## config.mk

```make
export PLATFORM = sky130hd
export DESIGN_NAME = escaped_serial_packet_deframer
export DESIGN_NICKNAME = d
export VERILOG_FILES = /design/src/sv/espd_pkg.sv /design/src/sv/escaped_serial_packet_deframer.sv /design/src/sv/espd_ram.sv /design/src/sv/espd_front.sv /design/src/sv/espd_cmdq.sv /design/src/sv/espd_back.sv
export SDC_FILE = /design/constraint.sdc
export NUM_CORES = 1
export LEC_CHECK = 0
export BUFFER_PORTS_ARGS = -buffer_cell sky130_fd_sc_hd__clkbuf_2
export CORE_ASPECT_RATIO = 0.9
export CORE_UTILIZATION = 49
export DETAILED_ROUTE_END_ITERATION = 7
export HOLD_SLACK_MARGIN = 0.15
export PLACE_DENSITY = 0.67
export SKIP_LAST_GASP = 1
export SLEW_MARGIN = 20
export SYNTH_ARGS = -nofsm -noshare
export SYNTH_HDL_FRONTEND = slang
export SYNTH_SLANG_ARGS = --single-unit
export TNS_END_PERCENT = 10
```

## constraint.sdc

```tcl
create_clock -name clk -period 6.2 [get_ports clk]
set_clock_uncertainty 0.2 [all_clocks]
set_input_delay 1.24 -clock clk [delete_from_list [all_inputs] [get_ports clk]]
set_output_delay 1.24 -clock clk [all_outputs]
set_load 0.05 [all_outputs]
```

## src/sv/espd_pkg.sv

```systemverilog
// shared types and constants for the escaped serial packet deframer
`timescale 1ns / 1ps
package espd_pkg;

  localparam int STORE_DEPTH = 64;
  localparam int ADDR_W      = $clog2(STORE_DEPTH);
  localparam int FILL_W      = $clog2(STORE_DEPTH + 1);

  localparam int CMDQ_DEPTH  = 4;
  localparam int CMDQ_PTR_W  = $clog2(CMDQ_DEPTH);
  localparam int CMDQ_CNT_W  = $clog2(CMDQ_DEPTH + 1);

  localparam int OUT_DEPTH   = 4;
  localparam int OUT_PTR_W   = $clog2(OUT_DEPTH);
  localparam int OUT_CNT_W   = $clog2(OUT_DEPTH + 1);

  localparam int PADDR_W     = 5;
  localparam int IDX_W       = 6;

  localparam logic [7:0] LOW_FIVE = 8'h1f;

  localparam logic KIND_STATUS = 1'b0;
  localparam logic KIND_PACKET = 1'b1;

  typedef enum logic [2:0] {
    REG_END     = 3'd0,
    REG_NEWLINE = 3'd1,
    REG_ESCAPE  = 3'd2,
    REG_XOFF    = 3'd3,
    REG_XON     = 3'd4
  } reg_idx_t;

  typedef struct packed {
    logic [7:0] end_code;
    logic [7:0] newline_code;
    logic [7:0] escape_code;
    logic [7:0] xoff_code;
    logic [7:0] xon_code;
  } cfg_t;

  // work handed from front to back
  typedef struct packed {
    logic              kind;
    logic              tx_blocked;
    logic [FILL_W-1:0] len;
  } cmd_t;

  typedef struct packed {
    logic             kind;
    logic [7:0]       data;
    logic [IDX_W-1:0] index;
    logic             last;
    logic             tx_blocked;
  } result_t;

  typedef enum logic {
    BK_IDLE,
    BK_READ
  } back_state_t;

endpackage

```

## src/sv/escaped_serial_packet_deframer.sv

```systemverilog
// top level of the escaped serial packet deframer with xon/xoff handling
// path: a status result passes the command queue and then the result queue; packet bytes
// are read from the store once the back takes the packet command from the command queue
// throughput: one received byte per cycle; from an accepted end byte of a non-empty packet
// until the last store read is issued, full stays high, as it does while the command queue is
// full; readout gives one packet byte per cycle while the result queue has room, set by the
// single read port of the packet store
// reset: synchronous rst clears fill, flags and queues and loads the default codes; the store itself is not cleared
`timescale 1ns / 1ps
module escaped_serial_packet_deframer (
  input  logic                         clk,
  input  logic                         rst,
  // configuration port
  input  logic                         psel,
  input  logic                         penable,
  input  logic                         pwrite,
  input  logic [espd_pkg::PADDR_W-1:0] paddr,
  input  logic [31:0]                  pwdata,
  output logic [31:0]                  prdata,
  output logic                         pready,
  // received bytes
  input  logic                         push,
  output logic                         full,
  input  logic [7:0]                   rx_byte,
  // results
  output logic                         empty,
  input  logic                         pop,
  output logic                         item_kind,
  output logic [7:0]                   data_byte,
  output logic [espd_pkg::IDX_W-1:0]   byte_index,
  output logic                         last_of_packet,
  output logic                         tx_blocked
);

  espd_pkg::cfg_t    cfg;
  espd_pkg::cmd_t    front_cmd;
  espd_pkg::cmd_t    q_head;
  espd_pkg::result_t res_head;
  logic [2:0]        reg_sel;
  logic              cfg_wr;
  logic              cmd_push, cmd_ready, cmd_valid, cmd_pop;
  logic              emit_done;
  logic              ram_we, ram_re;
  logic [espd_pkg::ADDR_W-1:0] ram_waddr, ram_raddr;
  logic [7:0]        ram_wdata, ram_rdata;

  // register file: one code byte per word, writes beyond the last register fall away
  assign pready  = 1'b1;
  assign reg_sel = paddr[4:2];
  assign cfg_wr  = psel & penable & pwrite & pready;

  always_ff @(posedge clk) begin
    if (rst) begin
      cfg.end_code     <= 8'd13;
      cfg.newline_code <= 8'd10;
      cfg.escape_code  <= 8'd94;
      cfg.xoff_code    <= 8'd19;
      cfg.xon_code     <= 8'd17;
    end else if (cfg_wr) begin
      unique case (reg_sel)
        espd_pkg::REG_END:     cfg.end_code     <= pwdata[7:0];
        espd_pkg::REG_NEWLINE: cfg.newline_code <= pwdata[7:0];
        espd_pkg::REG_ESCAPE:  cfg.escape_code  <= pwdata[7:0];
        espd_pkg::REG_XOFF:    cfg.xoff_code    <= pwdata[7:0];
        espd_pkg::REG_XON:     cfg.xon_code     <= pwdata[7:0];
        default: ;
      endcase
    end
  end

  // read back of the code registers
  always_comb begin
    unique case (reg_sel)
      espd_pkg::REG_END:     prdata = {24'h0, cfg.end_code};
      espd_pkg::REG_NEWLINE: prdata = {24'h0, cfg.newline_code};
      espd_pkg::REG_ESCAPE:  prdata = {24'h0, cfg.escape_code};
      espd_pkg::REG_XOFF:    prdata = {24'h0, cfg.xoff_code};
      espd_pkg::REG_XON:     prdata = {24'h0, cfg.xon_code};
      default:               prdata = 32'h0;
    endcase
  end

  // front: classifies each byte, writes the packet store, queues work for the back
  espd_front u_front (
    .clk       (clk),
    .rst       (rst),
    .cfg       (cfg),
    .push      (push),
    .rx_byte   (rx_byte),
    .full      (full),
    .cmd_ready (cmd_ready),
    .cmd_push  (cmd_push),
    .cmd       (front_cmd),
    .emit_done (emit_done),
    .ram_we    (ram_we),
    .ram_waddr (ram_waddr),
    .ram_wdata (ram_wdata)
  );

  // decoupling queue of status and packet readout commands
  espd_cmdq u_cmdq (
    .clk      (clk),
    .rst      (rst),
    .push     (cmd_push),
    .push_cmd (front_cmd),
    .ready    (cmd_ready),
    .pop      (cmd_pop),
    .valid    (cmd_valid),
    .head     (q_head)
  );

  // packet store
  espd_ram #(
    .WIDTH (8),
    .DEPTH (espd_pkg::STORE_DEPTH)
  ) u_store (
    .clk   (clk),
    .we    (ram_we),
    .waddr (ram_waddr),
    .wdata (ram_wdata),
    .re    (ram_re),
    .raddr (ram_raddr),
    .rdata (ram_rdata)
  );

  // back: turns commands into result transactions
  espd_back u_back (
    .clk       (clk),
    .rst       (rst),
    .cmd_valid (cmd_valid),
    .cmd       (q_head),
    .cmd_pop   (cmd_pop),
    .emit_done (emit_done),
    .ram_re    (ram_re),
    .ram_raddr (ram_raddr),
    .ram_rdata (ram_rdata),
    .pop       (pop),
    .empty     (empty),
    .head      (res_head)
  );

  assign item_kind      = res_head.kind;
  assign data_byte      = res_head.data;
  assign byte_index     = res_head.index;
  assign last_of_packet = res_head.last;
  assign tx_blocked     = res_head.tx_blocked;

endmodule

```

## src/sv/espd_ram.sv

```systemverilog
// generic single write port ram with registered read
`timescale 1ns / 1ps
module espd_ram #(
  parameter int WIDTH = 8,
  parameter int DEPTH = 64
) (
  input  logic                     clk,
  input  logic                     we,
  input  logic [$clog2(DEPTH)-1:0] waddr,
  input  logic [WIDTH-1:0]         wdata,
  input  logic                     re,
  input  logic [$clog2(DEPTH)-1:0] raddr,
  output logic [WIDTH-1:0]         rdata
);

  logic [WIDTH-1:0] mem [DEPTH];

  always_ff @(posedge clk) begin
    if (we) begin
      mem[waddr] <= wdata;
    end
    if (re) begin
      rdata <= mem[raddr];
    end
  end

endmodule

```

## src/sv/espd_front.sv

```systemverilog
// front end: byte classification, packet fill and flow control flag
`timescale 1ns / 1ps
module espd_front (
  input  logic                        clk,
  input  logic                        rst,
  input  espd_pkg::cfg_t              cfg,
  input  logic                        push,
  input  logic [7:0]                  rx_byte,
  output logic                        full,
  input  logic                        cmd_ready,
  output logic                        cmd_push,
  output espd_pkg::cmd_t              cmd,
  input  logic                        emit_done,
  output logic                        ram_we,
  output logic [espd_pkg::ADDR_W-1:0] ram_waddr,
  output logic [7:0]                  ram_wdata
);

  logic [espd_pkg::FILL_W-1:0] fill, fill_next;
  logic esc_pend, esc_pend_next;
  logic discarding, discarding_next;
  logic tx_blk, tx_blk_next;
  logic emit_busy, emit_busy_next;
  logic accept;
  logic store_req;
  logic [7:0] store_val;
  logic [7:0] esc_val;

  assign full   = emit_busy | ~cmd_ready;
  assign accept = push & ~full;
  assign esc_val = (rx_byte == cfg.escape_code) ? rx_byte : (rx_byte & espd_pkg::LOW_FIVE);

  // classification in the fixed match order end, newline, xoff, xon, escape
  always_comb begin
    esc_pend_next   = esc_pend;
    discarding_next = discarding;
    tx_blk_next     = tx_blk;
    emit_busy_next  = emit_busy;
    store_req       = 1'b0;
    store_val       = rx_byte;
    cmd_push        = 1'b0;
    cmd.kind        = espd_pkg::KIND_STATUS;
    cmd.tx_blocked  = tx_blk;
    cmd.len         = fill;
    if (emit_done) begin
      emit_busy_next = 1'b0;
    end
    if (accept) begin
      priority if (esc_pend) begin
        esc_pend_next = 1'b0;
        store_req     = 1'b1;
        store_val     = esc_val;
      end else if (rx_byte == cfg.end_code) begin
        if (discarding) begin
          discarding_next = 1'b0;
        end else if (fill != '0) begin
          cmd_push       = 1'b1;
          cmd.kind       = espd_pkg::KIND_PACKET;
          emit_busy_next = 1'b1;
        end
      end else if (rx_byte == cfg.newline_code) begin
        store_req = ~discarding & (fill != '0);
      end else if (rx_byte == cfg.xoff_code) begin
        tx_blk_next    = 1'b1;
        cmd_push       = 1'b1;
        cmd.tx_blocked = 1'b1;
      end else if (rx_byte == cfg.xon_code) begin
        tx_blk_next    = 1'b0;
        cmd_push       = 1'b1;
        cmd.tx_blocked = 1'b0;
      end else if (rx_byte == cfg.escape_code) begin
        esc_pend_next = ~discarding;
      end else begin
        store_req = ~discarding;
      end
    end

    // fill pointer and overflow
    fill_next = fill;
    ram_we    = 1'b0;
    ram_waddr = fill[espd_pkg::ADDR_W-1:0];
    ram_wdata = store_val;
    if (accept && !esc_pend && rx_byte == cfg.end_code) begin
      fill_next = '0;
    end else if (store_req) begin
      if (fill < espd_pkg::FILL_W'(espd_pkg::STORE_DEPTH)) begin
        ram_we    = 1'b1;
        fill_next = fill + espd_pkg::FILL_W'(1);
      end else begin
        fill_next       = '0;
        discarding_next = 1'b1;
      end
    end
  end

  always_ff @(posedge clk) begin
    if (rst) begin
      fill       <= '0;
      esc_pend   <= 1'b0;
      discarding <= 1'b0;
      tx_blk     <= 1'b0;
      emit_busy  <= 1'b0;
    end else begin
      fill       <= fill_next;
      esc_pend   <= esc_pend_next;
      discarding <= discarding_next;
      tx_blk     <= tx_blk_next;
      emit_busy  <= emit_busy_next;
    end
  end

  a_no_write_during_readout: assert property (@(posedge clk) disable iff (rst)
    emit_busy |-> !ram_we) else $error("store written during packet readout");

  a_fill_bound: assert property (@(posedge clk) disable iff (rst)
    fill <= espd_pkg::FILL_W'(espd_pkg::STORE_DEPTH)) else $error("fill beyond store");

  a_no_escape_while_discarding: assert property (@(posedge clk) disable iff (rst)
    discarding |-> !esc_pend) else $error("escape pending while discarding");

endmodule

```

## src/sv/espd_cmdq.sv

```systemverilog
// short command queue between front and back
`timescale 1ns / 1ps
module espd_cmdq (
  input  logic           clk,
  input  logic           rst,
  input  logic           push,
  input  espd_pkg::cmd_t push_cmd,
  output logic           ready,
  input  logic           pop,
  output logic           valid,
  output espd_pkg::cmd_t head
);

  espd_pkg::cmd_t slots [espd_pkg::CMDQ_DEPTH];
  logic [espd_pkg::CMDQ_PTR_W-1:0] wr_ptr, rd_ptr;
  logic [espd_pkg::CMDQ_CNT_W-1:0] count;
  logic do_push, do_pop;

  assign ready   = count != espd_pkg::CMDQ_CNT_W'(espd_pkg::CMDQ_DEPTH);
  assign valid   = count != '0;
  assign head    = slots[rd_ptr];
  assign do_push = push & ready;
  assign do_pop  = pop & valid;

  always_ff @(posedge clk) begin
    if (do_push) begin
      slots[wr_ptr] <= push_cmd;
    end
  end

  always_ff @(posedge clk) begin
    if (rst) begin
      wr_ptr <= '0;
      rd_ptr <= '0;
      count  <= '0;
    end else begin
      if (do_push) begin
        wr_ptr <= wr_ptr + espd_pkg::CMDQ_PTR_W'(1);
      end
      if (do_pop) begin
        rd_ptr <= rd_ptr + espd_pkg::CMDQ_PTR_W'(1);
      end
      count <= count + espd_pkg::CMDQ_CNT_W'(do_push) - espd_pkg::CMDQ_CNT_W'(do_pop);
    end
  end

endmodule

```

## src/sv/espd_back.sv

```systemverilog
// back end: status results and packet readout into the result queue
`timescale 1ns / 1ps
module espd_back (
  input  logic                        clk,
  input  logic                        rst,
  input  logic                        cmd_valid,
  input  espd_pkg::cmd_t              cmd,
  output logic                        cmd_pop,
  output logic                        emit_done,
  output logic                        ram_re,
  output logic [espd_pkg::ADDR_W-1:0] ram_raddr,
  input  logic [7:0]                  ram_rdata,
  input  logic                        pop,
  output logic                        empty,
  output espd_pkg::result_t           head
);

  espd_pkg::back_state_t state, state_next;
  logic [espd_pkg::ADDR_W-1:0] rd_addr;
  logic [espd_pkg::FILL_W-1:0] len;
  logic tx_hold;
  logic rd_valid;
  logic [espd_pkg::ADDR_W-1:0] rd_idx;
  logic rd_last;

  espd_pkg::result_t out_slots [espd_pkg::OUT_DEPTH];
  logic [espd_pkg::OUT_PTR_W-1:0] out_wr, out_rd;
  logic [espd_pkg::OUT_CNT_W-1:0] out_count;

  logic room;
  logic issue, issue_last;
  logic status_push;
  logic out_push, out_pop;
  espd_pkg::result_t push_res;

  assign room = ({1'b0, out_count} + (espd_pkg::OUT_CNT_W + 1)'(rd_valid))
                < (espd_pkg::OUT_CNT_W + 1)'(espd_pkg::OUT_DEPTH);
  assign issue_last = (espd_pkg::FILL_W'(rd_addr) + espd_pkg::FILL_W'(1)) == len;

  always_comb begin
    state_next = state;
    unique case (state)
      espd_pkg::BK_IDLE: begin
        if (cmd_pop && cmd.kind == espd_pkg::KIND_PACKET) begin
          state_next = espd_pkg::BK_READ;
        end
      end
      espd_pkg::BK_READ: begin
        if (emit_done) begin
          state_next = espd_pkg::BK_IDLE;
        end
      end
      default: state_next = espd_pkg::BK_IDLE;
    endcase
  end

  always_comb begin
    cmd_pop     = 1'b0;
    issue       = 1'b0;
    unique case (state)
      espd_pkg::BK_IDLE: begin
        cmd_pop = cmd_valid & ~rd_valid &
                  ((cmd.kind == espd_pkg::KIND_PACKET) ||
                   (out_count < espd_pkg::OUT_CNT_W'(espd_pkg::OUT_DEPTH)));
      end
      espd_pkg::BK_READ: begin
        issue = room;
      end
      default: begin
        cmd_pop = 1'b0;
      end
    endcase
  end

  assign status_push = cmd_pop & (cmd.kind == espd_pkg::KIND_STATUS);
  assign emit_done   = issue & issue_last;
  assign ram_re      = issue;
  assign ram_raddr   = rd_addr;

  always_comb begin
    if (rd_valid) begin
      push_res.kind       = espd_pkg::KIND_PACKET;
      push_res.data       = ram_rdata;
      push_res.index      = espd_pkg::IDX_W'(rd_idx);
      push_res.last       = rd_last;
      push_res.tx_blocked = tx_hold;
    end else begin
      push_res.kind       = espd_pkg::KIND_STATUS;
      push_res.data       = 8'h00;
      push_res.index      = '0;
      push_res.last       = 1'b0;
      push_res.tx_blocked = cmd.tx_blocked;
    end
  end

  assign out_push = rd_valid | status_push;
  assign empty    = out_count == '0;
  assign out_pop  = pop & ~empty;
  assign head     = out_slots[out_rd];

  always_ff @(posedge clk) begin
    if (out_push) begin
      out_slots[out_wr] <= push_res;
    end
    if (cmd_pop && cmd.kind == espd_pkg::KIND_PACKET) begin
      len     <= cmd.len;
      tx_hold <= cmd.tx_blocked;
    end
    if (issue) begin
      rd_idx  <= rd_addr;
      rd_last <= issue_last;
    end
  end

  always_ff @(posedge clk) begin
    if (rst) begin
      state     <= espd_pkg::BK_IDLE;
      rd_addr   <= '0;
      rd_valid  <= 1'b0;
      out_wr    <= '0;
      out_rd    <= '0;
      out_count <= '0;
    end else begin
      state    <= state_next;
      rd_valid <= issue;
      if (cmd_pop) begin
        rd_addr <= '0;
      end else if (issue) begin
        rd_addr <= rd_addr + espd_pkg::ADDR_W'(1);
      end
      if (out_push) begin
        out_wr <= out_wr + espd_pkg::OUT_PTR_W'(1);
      end
      if (out_pop) begin
        out_rd <= out_rd + espd_pkg::OUT_PTR_W'(1);
      end
      out_count <= out_count + espd_pkg::OUT_CNT_W'(out_push)
                   - espd_pkg::OUT_CNT_W'(out_pop);
    end
  end

  a_out_bound: assert property (@(posedge clk) disable iff (rst)
    out_count <= espd_pkg::OUT_CNT_W'(espd_pkg::OUT_DEPTH)) else $error("result queue overrun");

  a_single_writer: assert property (@(posedge clk) disable iff (rst)
    !(rd_valid && status_push)) else $error("two pushes into result queue");

  a_no_pop_in_readout: assert property (@(posedge clk) disable iff (rst)
    (state == espd_pkg::BK_READ) |-> !cmd_pop) else $error("command taken during readout");

endmodule

```

* Word-level counts from Yosys, hierarchy flattened *
Memory sizes are Yosys's and may differ from the RTL's. A register that Yosys moved wholly into a read port is not among the register bits.
Index checks and enable logic that the tools add are counted.

word-level totals
  register bits after elaboration = 88
  bits in writable memories = 616
  bits of input ports = 52
  output and inout port bits = 52
  word-level logic and storage cells = 154
  memories kept = 3

memory list
  memory            words  bits a word  rd ports  clocked after Yosys merged registers in  write ports  RTL line         text
  u_store.mem       64     8            1         1                                        1            espd_ram.sv:16   logic [WIDTH-1:0] mem [DEPTH];
  u_back.out_slots  4      17           1         1                                        1            espd_back.sv:26  espd_pkg::result_t out_slots [espd_pkg::OUT_DEPTH];
  u_cmdq.slots      4      9            1         1                                        1            espd_cmdq.sv:14  espd_pkg::cmd_t slots [espd_pkg::CMDQ_DEPTH];

operators by class
  add/subtract/negate cells = 12
  magnitude comparators = 3
  eq/ne operators = 11
  multiplexer cells = 64
  bitwise operators = 21
  reduce and logical (&&, ||, !) cells = 17

operator list
  operator                                                    number
  two-way mux 1 bit                                           51
  equality test 8 bit                                         5
  case mux 8 bit (5 select lines)                             1
  two-way mux 8 bit                                           3
  two-way mux 17 bit                                          1
  two-way mux 2 bit                                           6
  AND reduction 2 bit                                         6
  AND 1 bit                                                   11
  adder 2 x 1 -> 2 bit, second input constant                 4
  NOT 1 bit                                                   8
  adder 6 x 1 -> 7 bit, second input constant                 1
  adder 7 x 1 -> 7 bit, second input constant                 1
  equality test 7 bit                                         1
  less-than comparator 7 bit, second input constant           1
  two-way mux 7 bit                                           1
  nonzero test 7 bit                                          1
  adder 3 x 1 -> 3 bit                                        2
  adder 6 x 1 -> 6 bit, second input constant                 1
  equality test 3 x 2 -> 1 bit, second input constant         2
  zero test 3 bit                                             2
  subtractor 3 x 1 -> 3 bit                                   2
  adder 3 x 1 -> 4 bit                                        1
  less-than comparator 4 x 3 -> 1 bit, second input constant  1
  OR reduction 2 bit                                          2
  10 further kinds                                            13

* Longest topological paths before layout *
  depth after elaboration = 12
  gate-level depth with buffers = 11
  depth with buffers taken out = 10

* Modules after synthesis *
Synthesis repeated with hierarchy kept, for this count alone.

second synthesis, totals
  cell total of the unflattened synthesis = 1648
  area, all modules = 29498.3 um^2

by module, submodules not included
  module                          instances  cells an instance  area each (um^2)  seq. area each (um^2)
  espd_ram                        1          940                20246.9           15615.0
  espd_back                       1          230                3982.6            2832.7
  escaped_serial_packet_deframer  1          224                2174.6            800.8
  espd_cmdq                       1          96                 1790.5            1261.2
  espd_front                      1          158                1303.8            220.2

* Worst setup path before layout *
OpenSTA, ideal clock, no wires.

  path kind = input to output
  start point = input paddr[3] in the netlist's numbering
  end point = output prdata[5]
  data arrival time = 3017 ps
  data required time = 4760 ps
  slack = 1743 ps
  stages = 3
  buffers on the path = 2
  cell sequence = buf_2 -> buf_1 -> o32ai_1

between the ends
  cells in the longest elaborated chain, start to end = 2
  elaborated cells between the ends (all ways) = 6
  those cells by class = eq/ne: 4; mux: 1; reduce/logical: 1

RTL lines
  what                                         RTL line                              text
  start: declaration                           escaped_serial_packet_deframer.sv:17  input logic [espd_pkg::PADDR_W-1:0] paddr,
  equality test 3 bit (tied with other cells)  escaped_serial_packet_deframer.sv:73  unique case (reg_sel)
  case mux 8 bit (5 select lines) *            escaped_serial_packet_deframer.sv:73
  end: declaration                             escaped_serial_packet_deframer.sv:19  output logic [31:0] prdata,

Mark *: on every way between the ends. The rest lies on a longest branch, timed or not.

* Worst setup path after layout *
  start point = input rx_byte[3]
  end point = memory u_store.mem[18][5] (enable)

between the ends
  cells in the longest elaborated chain, start to end = 12
  elaborated cells between the ends (all ways) = 17
  those cells by class = eq/ne: 5; mux: 11; reduce/logical: 1

RTL lines
  what                                       RTL line                              text
  start: declaration                         escaped_serial_packet_deframer.sv:24  input logic [7:0] rx_byte,
  equality test 8 bit                        espd_front.sv:71                      end else if (rx_byte == cfg.escape_code) begin
  two-way mux 1 bit                          espd_front.sv:71
  two-way mux 1 bit                          espd_front.sv:67                      end else if (rx_byte == cfg.xon_code) begin
  two-way mux 1 bit                          espd_front.sv:63                      end else if (rx_byte == cfg.xoff_code) begin
  two-way mux 1 bit                          espd_front.sv:61                      end else if (rx_byte == cfg.newline_code) begin
  two-way mux 1 bit                          espd_front.sv:53                      end else if (rx_byte == cfg.end_code) begin
  two-way mux 1 bit                          espd_front.sv:49                      priority if (esc_pend) begin
  two-way mux 1 bit                          espd_front.sv:48                      if (accept) begin
  two-way mux 1 bit                          espd_front.sv:85                      end else if (store_req) begin
  two-way mux 1 bit *                        espd_front.sv:83                      if (accept && !esc_pend && rx_byte == cfg.end_code) begin
  two-way mux 1 bit *                        espd_ram.sv:19                        if (we) begin
  two-way mux 1 bit (implied by the code) *  espd_ram.sv:20                        mem[waddr] <= wdata;
  end: declaration                           espd_ram.sv:16

Marks and branches as above.

==> out/metrics.cfg <==
[status]
outcome = finished, final reports clean

[placed_design]
dpl_worst_slack_ns = 0.909
io_buffer_count = 52
dp_hpwl_um = 37800
gp_congestion = 0.843
dpl.cell_count = 2268
placed_area_sq_um = 29700

[cts]
cts_buffers = 72
cts_root_buffer = clkbuf_16
cts_max_path_buffers = 3
clk_pin_slew_ns = 0.07
cts_sinks = 716
ctsResizeCount = 0
cts-hold-fix-buffers = 0
cts.htree.levels = 3
cts_setup_buffers = 0
worstSkewPairLatency_ns = 0.61
cts_tree = built

[synthesis]
postSynthCellCount = 1505
synth_top_family_by_area = multiplexers
synth_area_sq_um = 28700
synthXorXnorAreaFrac_pct = 1.86
synth_fa_ha_area_share_pct = 0.836
ys_warn_count = 0
yosysTopAreaCellShare_pct = 66.8
synth-edff-count = 639
ys_seq_area_share_pct = 72.2
muxShareOfSynthArea_pct = 17.2
yosys.area.top_type = edfxtp_1
synthDistinctLibCells = 50
synth_compound_area_share_pct = 1.21
synth_ff_type = edfxtp_1
ys_seq_elements = 716
async_flop_share_pct = 0
synth_area_per_cell_sq_um = 19.1
synth-simple-area-share_pct = 4.52
netlist_top_cells_area = edfxtp_1 67%, mux4_2 15%, dfxtp_1 5.4%

[grt]
grt_overflow = 0
grt_antenna_before_repair = 4
track_usage_pct = 21.0
grt_pass1_wl_um = 91400
grt_max_degree = 66
grt_pass1_vias = 14100

[timing]
setup_viol = 0
period_share_pct = 75.5
worst_slack_ns = 1.52
finalSetupTns_ns = 0
whs_ns = 0.290
hold_viol_final = 0
drv_slew = 0
max_freq_ghz = 0.214
worst_pin_slew_ns = 1.09
rsz0062_at_grt = no
relSlewSlack_pct = 26.9
period_minus_slack_ns = 4.68

[floorplanning]
start_util_pct = 49.9
die_area_sq_um = 59600
io_pins = 104
rows = 83
core_sq_um = 57500
dieHeight_um = 232
die_w_um = 257

[detailed_routing]
dr.pass1.iters = 6
drcViolationCount = 0
wl_met3_um = 4410
top_layer_used = met5
drt_wl_total_um = 60800
drtIter0Drc = 1490
wl_per_cell_um = 25.3
viasPerCell = 5.86
met2_wirelength_um = 29400
ant_nets = 0
via_count = 14100
wl_met1_um = 25500

[layout]
syn_to_final_growth_pct = 11.8
finalInstanceArea_sq_um = 32100
nNetsFinal = 1647
final_util_pct = 55.8
n_fill_cell = 4326
drive_gt1_share_pct = 24.0
finalNonFillerCells = 2401

[job]
cap_viol_max_count = 0

[worst_setup_path]
crit_slowest_cell = nor2_1
critPathCaptureType = flop
path_class = input port to flop
r2r_end = u_store.mem[18][5]
reg2reg_slack_ns = 2.01
slowest_delay_ns = 0.93
critPathLaunchType = input port
arrival_ns = 4.71
worst_r2r_path_depth = 7
worstPathCellList = clkbuf_2, xor2_1, nor4_1, nand2_1, o31a_1, o22ai_2, nand4_1, nor2_1
cp_max_fo = 16
required_ns = 6.23
r2r_start = u_front.fill[0]

[min_path]
holdCritStartpoint = cfg[6]
hold_path_end = cfg[6]
hold_path.class = flop to flop
hold-path-cell-count = 2

[power]
powerDensity_nw_per_um2 = 367
p_leak_nw = 10.3
total_power_mw = 11.8
ir_drop_mv = 0.280

==> cell usage in the layout, fill, tap and decap left out, types with 3 or more instances in the layout <==
master	count
clkinv_2	13
nor4_1	10
and2_1	27
or3_1	3
mux2i_1	54
xor2_1	48
mux4_2	195
xnor2_1	13
nor2b_4	3
o22ai_1	8
edfxtp_1	639
nand3_1	10
clkinv_1	13
buf_4	22
nor2_1	125
nor2b_1	9
o21ai_0	3
and3_1	5
dfxtp_1	73
buf_12	3
nand4_1	9
a21oi_1	22
bufinv_16	6
diode_2	3
clkbuf_1	14
nor3_1	8
nand2_1	57
conb_1	25
ha_1	16
clkbuf_2	52
or2_2	3
o32ai_1	3
inv_1	26
clkbuf_8	3
clkbuf_16	77
==> logic make-up after synthesis <==
kind of cell / Yosys count
other: 2
AOI/OAI and AO/OA: 51
adders and majority gates: 18
DFF: 716
and+or+nand+nor: 280
muxes: 249
xor gates and xnor gates: 61
buffers and inverters: 128
==> synthesized netlist by cell type, types with 3 or more instances <==
master / instances
buf_2: 14
mux4_2: 195
o21ai_0: 3
clkbuf_1: 40
or2_2: 3
nor3_1: 8
and3_1: 5
edfxtp_1: 639
ha_1: 16
buf_4: 35
nor2_1: 125
xnor2_1: 13
nor4_1: 10
buf_1: 12
o22ai_1: 8
nand4_1: 9
nor2b_1: 12
or3_1: 3
inv_1: 26
a21oi_1: 22
o32ai_1: 3
dfxtp_1: 77
xor2_1: 48
nand2_1: 57
and2_1: 27
nand3_1: 10
mux2i_1: 54
==> power by group <==
| group | leakage (nW) | internal (mW) | total (mW) | switching, mW |
|---|---|---|---|---|
| clock network | 1.16 | 2.55 | 4.31 | 1.77 |
| registers | 6.42 | 5.46 | 5.64 | 0.177 |
| logic | 2.74 | 0.784 | 1.81 | 1.03 |
==> worst max path at each step <==
stage | start | to | slack (ns) | depth (start not counted)
5_1_grt | rx_byte[3] | u_store.mem[26][4] | 1.20 | 8
3_5_place_dp | rx_byte[3] | u_store.mem[31][4] | 0.91 | 9
3_3_place_gp | rx_byte[3] | u_store.mem[34][2] | 0.90 | 8
4_1_cts | rx_byte[3] | u_store.mem[31][1] | 1.56 | 9
2_1_floorplan | paddr[3] | prdata[5] | 1.74 | 3
6_report | rx_byte[3] | u_store.mem[18][5] | 1.52 | 8
==> state kept, by name (all words and copies together), names as in the netlist, 2 cells and up, named ones only <==
name / flops
cfg: 40
u_back.len: 7
u_back.out_count: 3
u_back.out_rd: 2
u_back.out_slots: 68
u_back.out_wr: 2
u_back.ram_raddr: 6
u_back.rd_idx: 6
u_cmdq.count: 3
u_cmdq.rd_ptr: 2
u_cmdq.slots: 36
u_cmdq.wr_ptr: 2
u_front.fill: 7
u_store.mem: 512
u_store.rdata: 8
==> area by class of cell <==
cell class	instances	area [sq um]	share of cell area, %
diodes	3	7.51	0.0234
clock buffers	94	2020	6.29
clock inverters	36	328	1.02
inverters	26	97.6	0.304
multi-input cells	684	7470	23.3
flip-flops and latches	716	20700	64.6
well taps	765	957	2.98
repair buffers	77	485	1.51
==> layer usage <==
metal	global-route usage, %	up-vias
li1	-	6070
met1	30.0	7411
met2	33.1	505
met3	4.14	82
met4	6.14	4
met5	0	-
==> worst max-delay path, delay by kind of cell <==
kind | cells | cell delay, ns
AOI/OAI and AO/OA | 2 | 0.66
xor gates and xnor gates | 1 | 0.25
buffers and inverters | 1 | 0.31
and+or+nand+nor | 4 | 2.21
Power figures use the tool's default switching activity.
